File: src/sv/idpp_pkg.sv
// Shared types and constants for the IR duration pattern player.
// No dependencies; imported by every module of the block.
package idpp_pkg;

  localparam int NUM_SLOTS   = 10;
  localparam int MAX_ENTRIES = 64;
  localparam int DEPTH       = NUM_SLOTS * MAX_ENTRIES;
  localparam int ADDR_W      = $clog2(DEPTH);
  localparam int POS_W       = $clog2(MAX_ENTRIES + 1);
  localparam int SLOT_W      = 4;
  localparam int IDX_W       = 6;
  localparam int DUR_W       = 16;
  localparam int TIME_W      = 17;
  localparam int PERIOD_W    = 8;

  localparam logic [PERIOD_W-1:0] PERIOD_RESET = 8'd26;
  localparam logic [DUR_W-1:0]    END_MARK     = 16'hFFFF;

  typedef enum logic [1:0] {
    OP_WRITE = 2'd0,
    OP_START = 2'd1,
    OP_TICK  = 2'd2
  } op_t;

  typedef struct packed {
    op_t                op;
    logic [SLOT_W-1:0]  slot;
    logic [IDX_W-1:0]   idx;
    logic [DUR_W-1:0]   dur;
  } item_t;

  typedef struct packed {
    logic              re;
    logic [ADDR_W-1:0] raddr;
    logic              we;
    logic [ADDR_W-1:0] waddr;
    logic [DUR_W-1:0]  wdata;
  } mem_req_t;

  typedef struct packed {
    logic done;
    logic busy;
    logic env;
  } result_t;

endpackage

File: src/sv/idpp_ctrl.sv
// Playback control: issues store reads at acceptance, then updates the
// playback state with the read data. Depends on idpp_pkg.
module idpp_ctrl
  import idpp_pkg::*;
(
  input  logic                clk,
  input  logic                rst_n,
  input  logic [PERIOD_W-1:0] period,
  input  logic                acc_fire,
  input  item_t               acc_item,
  input  logic                ex_fire,
  input  item_t               ex_item,
  input  logic [DUR_W-1:0]    rdata,
  output mem_req_t            mem_req,
  output result_t             res
);

  logic [SLOT_W-1:0]        active_slot_r, active_slot_nxt;
  logic [POS_W-1:0]         entry_pos_r, entry_pos_nxt;
  logic signed [TIME_W-1:0] time_left_r, time_left_nxt;
  logic                     envelope_r, envelope_nxt;
  logic                     playing_r, playing_nxt;

  logic [POS_W-1:0]         pos_inc;
  logic signed [TIME_W-1:0] tl_sub;
  logic signed [TIME_W-1:0] per_ext;
  logic                     env_out;
  logic                     done;

  assign pos_inc = entry_pos_r + POS_W'(1);
  assign per_ext = TIME_W'($signed({1'b0, period}));
  assign tl_sub  = time_left_r - per_ext;

  // Read address is formed while the previous item has fully retired; the
  // write side comes from the item in the execute stage.
  always_comb begin
    mem_req.re    = 1'b0;
    mem_req.raddr = '0;
    case (acc_item.op)
      OP_START: begin
        mem_req.re    = acc_fire && (int'(acc_item.slot) < NUM_SLOTS);
        mem_req.raddr = ADDR_W'(acc_item.slot) * ADDR_W'(MAX_ENTRIES);
      end
      OP_TICK: begin
        mem_req.re    = acc_fire && playing_r && (int'(pos_inc) < MAX_ENTRIES);
        mem_req.raddr = ADDR_W'(active_slot_r) * ADDR_W'(MAX_ENTRIES) + ADDR_W'(pos_inc);
      end
      default: begin
        mem_req.re    = 1'b0;
        mem_req.raddr = '0;
      end
    endcase
    mem_req.we    = ex_fire && (ex_item.op == OP_WRITE) &&
                    (int'(ex_item.slot) < NUM_SLOTS) && (int'(ex_item.idx) < MAX_ENTRIES);
    mem_req.waddr = ADDR_W'(ex_item.slot) * ADDR_W'(MAX_ENTRIES) + ADDR_W'(ex_item.idx);
    mem_req.wdata = ex_item.dur;
  end

  always_comb begin
    active_slot_nxt = active_slot_r;
    entry_pos_nxt   = entry_pos_r;
    time_left_nxt   = time_left_r;
    envelope_nxt    = envelope_r;
    playing_nxt     = playing_r;
    env_out         = 1'b0;
    done            = 1'b0;
    case (ex_item.op)
      OP_START: begin
        if (int'(ex_item.slot) < NUM_SLOTS) begin
          active_slot_nxt = ex_item.slot;
          entry_pos_nxt   = '0;
          envelope_nxt    = 1'b1;
          playing_nxt     = 1'b1;
          time_left_nxt   = TIME_W'($signed(rdata));
        end
      end
      OP_TICK: begin
        if (playing_r) begin
          env_out       = envelope_r;
          time_left_nxt = tl_sub;
          if (tl_sub[TIME_W-1] || (tl_sub == '0)) begin
            entry_pos_nxt = pos_inc;
            if ((int'(pos_inc) >= MAX_ENTRIES) || (rdata == END_MARK)) begin
              playing_nxt  = 1'b0;
              envelope_nxt = 1'b0;
              done         = 1'b1;
            end else begin
              time_left_nxt = TIME_W'($signed(rdata));
              envelope_nxt  = ~envelope_r;
            end
          end
        end
      end
      default: begin
        env_out = 1'b0;
      end
    endcase
  end

  assign res.env  = env_out;
  assign res.busy = playing_nxt;
  assign res.done = done;

  always_ff @(posedge clk) begin
    if (!rst_n) begin
      active_slot_r <= '0;
      entry_pos_r   <= '0;
      time_left_r   <= '0;
      envelope_r    <= 1'b0;
      playing_r     <= 1'b0;
    end else if (ex_fire) begin
      active_slot_r <= active_slot_nxt;
      entry_pos_r   <= entry_pos_nxt;
      time_left_r   <= time_left_nxt;
      envelope_r    <= envelope_nxt;
      playing_r     <= playing_nxt;
    end
  end

endmodule

File: config.mk
export PLATFORM = sky130hd
export DESIGN_NAME = idpp_ctrl
export DESIGN_NICKNAME = d
export VERILOG_FILES = /design/src/sv/idpp_pkg.sv /design/src/sv/idpp_ctrl.sv
export SDC_FILE = /design/constraint.sdc
export NUM_CORES = 1
export LEC_CHECK = 0
export BUFFER_PORTS_ARGS = -buffer_cell sky130_fd_sc_hd__clkbuf_2
export CELL_PAD_IN_SITES_DETAIL_PLACEMENT = 0
export CELL_PAD_IN_SITES_GLOBAL_PLACEMENT = 1
export CORE_MARGIN = 2
export CORE_UTILIZATION = 37
export CTS_CLUSTER_DIAMETER = 60
export DETAILED_ROUTE_END_ITERATION = 8
export GPL_ROUTABILITY_DRIVEN = 0
export GPL_TIMING_DRIVEN = 0
export PLACE_DENSITY = 0.85
export SYNTH_ARGS = -nofsm -noshare
export SYNTH_HDL_FRONTEND = slang
export SYNTH_SLANG_ARGS = --single-unit
File: constraint.sdc
create_clock -name clk -period 9.2 [get_ports clk]
set_clock_uncertainty 0.1 [all_clocks]
set_input_delay 1.38 -clock clk [delete_from_list [all_inputs] [get_ports clk]]
set_output_delay 1.38 -clock clk [all_outputs]
set_load 0.03 [all_outputs]
[Yosys cells after proc, flatten, opt, wreduce, memory -nomap -nowiden]
Index checks and enable logic that the tools add are counted.
Word-level totals
  register bits after elaboration: 30
  input port bits: 84
  output and inout bits: 41
  word-level logic and storage cells: 61
Operators by class
  $add $sub $neg: 4
  magnitude comparators: 4
  equal/unequal tests: 8
  mux-type cells: 26
  bitwise logic cells: 1
  reduce and logical (&&, ||, !) cells: 13
Operator list (number)
  17-bit two-way mux: 4
  17-bit one-hot mux with 2 select lines: 1
  11-bit one-hot mux with 2 select lines: 1
  7-bit two-way mux: 3
  17-bit zero test: 1
  17-bit by 9-bit subtractor with 17-bit output: 1
  16-bit equality test, second input constant: 1
  1-bit two-way mux: 14
  7-bit one-hot mux with 2 select lines: 1
  10-bit by 6-bit adder with 10-bit output: 1
  10-bit by 7-bit adder with 10-bit output: 1
  4-bit less-than comparator, second input constant: 2
  7-bit by 1-bit adder with 7-bit output, second input constant: 1
  7-bit greater-or-equal comparator, second input constant: 1
  7-bit less-than comparator, second input constant: 1
  2-bit != test, second input constant: 3
  1-bit logical AND: 5
  5-bit AND reduction: 1
  2-bit by 1-bit equality test with 1-bit output, second input constant: 2
  2-bit equality test, second input constant: 2
  1-bit one-hot mux with 2 select lines: 2
  4-bit AND reduction: 1
  3-bit AND reduction: 1
  2-bit zero test: 1
  3 further kinds: 4

[Depth between registers and ports, before layout]
  word-level depth: 7
  gate-level depth with buffers: 13
  depth with buffers taken out: 12

[Worst setup path after synthesis]
Ideal clock, no wire load.
  path kind: in2out
  start point: input period[0]
  end point: output res[1] in the netlist's numbering
  arrival: 4.006 ns
  required time: 7.720 ns
  setup slack: 3.714 ns
  cell stages on the path: 12
  path buffers: 1
  path through: ha_1 -> fa_1 -> nand2b_1 -> a21oi_1 -> xor2_1 -> or3_1 -> or4_4 -> nor3_2 -> a21boi_2 -> o21ai_1 -> a31oi_1 -> buf_4
On the way
  word-level cells in the longest chain between the ends: 6
RTL lines
  start: declaration: line idpp_ctrl.sv:8  | input logic [PERIOD_W-1:0] period,
  17-bit by 9-bit subtractor with 17-bit output (*): line idpp_ctrl.sv:32  | assign tl_sub = time_left_r - per_ext;
  17-bit zero test: line idpp_ctrl.sv:81  | if (tl_sub[TIME_W-1] || (tl_sub == '0)) begin
  1-bit logical OR (*): line idpp_ctrl.sv:81
  1-bit two-way mux (*): line idpp_ctrl.sv:81
  1-bit two-way mux (*): line idpp_ctrl.sv:78  | if (playing_r) begin
  1-bit one-hot mux with 2 select lines (*): line idpp_ctrl.sv:67  | case (ex_item.op)
  end: declaration: line idpp_ctrl.sv:15  | output result_t res
Mark *: on every way between the ends. The rest lies on a longest branch, timed or not.

[Worst setup path in the final report]
Same ends and word-level chain as after synthesis.

==> results.toml <==
[cells_and_area]
drive_gt1_frac = 0.3128
nNetsFinal = 554
area_delta_synth_final_pct = 22.80
fillers = 783
num_antenna_cells = 0

[place]
portBuffers = 80
post-dp-hpwl_um = 6245
pre_cts_ws_ps = 3146

[timing]
rsz0062_at_grt = "false"
setup_violations = 0
setup_tns_ps = 0
tightest_slew_ps = 664.2
period_minus_slack_ps = 6055
fmax_mhz = 165.2
setup_ws_ps = 3145
slew_headroom = 0.5545
period_share = 0.6582
finalHoldViolCount = 0
maxSlewViolCount = 0

[route]
wirelength_um = 8060
vias = 2998
drt-vias-per-instance = 5.392
drc = 0
antenna_left = 0
drt-initial-drc-count = 180
firstDrtPassIters = 4
wl_per_cell_um = 14.50

[synthesis]
synth_cell_type_count = 68
syn-num-nets = 467
synthXorXnorAreaFrac = 0.04466
synth_top_area_cell = "dfxtp_1"
synth_edf_count = 0
synth_mux_area_frac = 0.07231
synthAdderAreaFrac = 0.07486
avgSynthCellArea_um2 = 8.037
async_flop_share = 0
yosysSeqAreaShare = 0.2042
synthTopCellsByArea = "dfxtp_1, buf_4, ha_1, mux2i_1, nor2_1"
synthSimpleGateAreaFrac = 0.2318
synthCells = 366
ys.flop_type = "dfxtp_1"
syn_area_um2 = 2942
synth-seq-cells = 30
yosysWarningCount = 0
synth_compound_area_frac = 0.2344
yosysTopAreaCellShare = 0.2042
synthTopCellsByCount = "buf_4, dfxtp_1, nor2_1"
synth_top_family_by_area = "compound AO/OA/AOI/OAI gates"

[clocking]
cts.htree.levels = 2
cts_buffer_depth = 2
post_cts_resized = 0
clk_pin_slew_ps = 70
cts_made_buffers = 5
post_cts_buffers = 0
cts_tree = "done"
clkSinkCount = 30
cts_hold_buf = 0
worstSkewPairLatency_ps = 300
ctsRootBufferMaster = "clkbuf_8"

[job]
maxCapViolCount = 0

[setup_path]
cp_cell_sequence = "clkbuf_2 > ha_1 > fa_1 > inv_2 > nor4_2 > o21ai_1 > or3_1 > or4_4 > nor3_2 > a21boi_2 > o21ai_1 > a31oi_1 > buf_4 > clkbuf_2"
start_kind = "primary input"
cp.arrival_ps = 4580
rr_endpoint = "time_left_r[8]"
slowest_stage = "or4_4"
reg2reg_from = "time_left_r[0]"
worst-r2r-cell-count = 13
cp-end-kind = "output port"
critPathKind = "in -> out"
cp.required_ps = 7720
r2r_slack_ps = 5630
cpPeakStageDelay_ps = 530
cp_max_fo = 6

[floorplan]
die_w_um = 93.17
ioPinCount = 125
die_h_um = 93.17
num_rows = 32
die-area_um2 = 8680
core_area_um2 = 7727
start_util = 0.3807

[worst_hold_path]
whs_path_depth = 2
worstHoldStart = "entry_pos_r[6]"
holdPathEnd = "entry_pos_r[6]"
hold_class = "reg -> reg"

[global_route]
overflow = 0
antenna_found_initial = 0
grt_max_degree = 11
grt_pass1_wl_um = 13450
grt_pass1_vias = 2923
grt_use_total = 0.1899

[status]
status = "complete, no violations"

[power_and_ir_drop]
power_density_nw_per_um2 = 135.5
p_leak_uw = 0.001718
peakVddDrop_uv = 63.38
registers in the layout, summed over array words and instances (netlist names):
name,cells
envelope_r,1
active_slot_r,4
time_left_r,17
playing_r,1
entry_pos_r,7
kinds of logic after synthesis:
kind of cell | after synthesis
AOI/OAI and AO/OA | 93
xor gates and xnor gates | 15
adders and majority gates | 17
buffers and inverters | 71
DFF | 30
muxes | 21
and+or+nand+nor | 119
routing by layer:
| layer | GRT usage | wire [µm] | vias to the layer above |
|---|---|---|---|
| met5 | 0 | 0 | - |
| met4 | 0.06250 | 103 | 0 |
| met3 | 0.03062 | 418 | 9 |
| met2 | 0.3086 | 3748 | 91 |
| met1 | 0.2565 | 3790 | 1416 |
| li1 | - | - | 1482 |
where the power goes:
group	internal [µW]	switching, µW	leakage [µW]
clock network	116	58.4	0.0000714
registers	136	5.28	0.000244
logic	69.7	104	0.00140
how the worst max path moves through the flow:
stage,start,depth (start not counted),to
floorplan,period[0],12,res[1]
global placement,period[0],14,res[1]
detailed placement,period[0],14,res[1]
CTS,period[0],14,res[1]
global route,period[0],14,res[1]
finish,period[0],14,res[1]
per-stage QoR:
step                utilization  cell area, µm²  std cells  hold slack (ps)  power [µW]
floorplan                     -            2942        366            356.6       273.4
global route             0.4675            3612        556            415.0       514.3
finish                   0.4675            3612        556            385.9       489.5
detailed placement       0.4490            3470        548            376.9       316.8
global placement         0.4490            3470        548            368.6       313.8
CTS                      0.4675            3612        556            388.2       490.5
cell usage in the layout (no fill, tap or decap), types with 6 or more instances in the layout:
cell / n
nand2b_1: 9
clkbuf_1: 10
nand3_1: 16
nor3_1: 6
xor2_1: 6
and3_1: 6
mux2i_1: 19
a21o_1: 8
nor2_1: 28
clkbuf_2: 80
a21oi_1: 19
nand2_1: 13
inv_1: 23
buf_4: 30
clkbuf_8: 6
dfxtp_1: 30
ha_1: 16
a31oi_1: 6
nand4_1: 8
xnor2_1: 9
o21ai_0: 16
cell type report:
| cell class | count | area [µm²] | area share |
|---|---|---|---|
| flip-flops and latches | 30 | 600.6 | 0.1663 |
| well taps | 102 | 127.6 | 0.03533 |
| inverters | 25 | 93.84 | 0.02598 |
| repair buffers | 80 | 400.4 | 0.1108 |
| clock buffers | 6 | 82.58 | 0.02286 |
| clock inverters | 2 | 60.06 | 0.01663 |
| plain buffers | 46 | 311.5 | 0.08625 |
| multi-input cells | 265 | 1936 | 0.5359 |
critical path: cells and delay by family:
family                     cells  cell delay [ps]
and+or+nand+nor                4             1400
adders and majority gates      2              710
AOI/OAI and AO/OA              4              630
buffers and inverters          4              430
No activity file was read; power rests on OpenSTA's default activity.
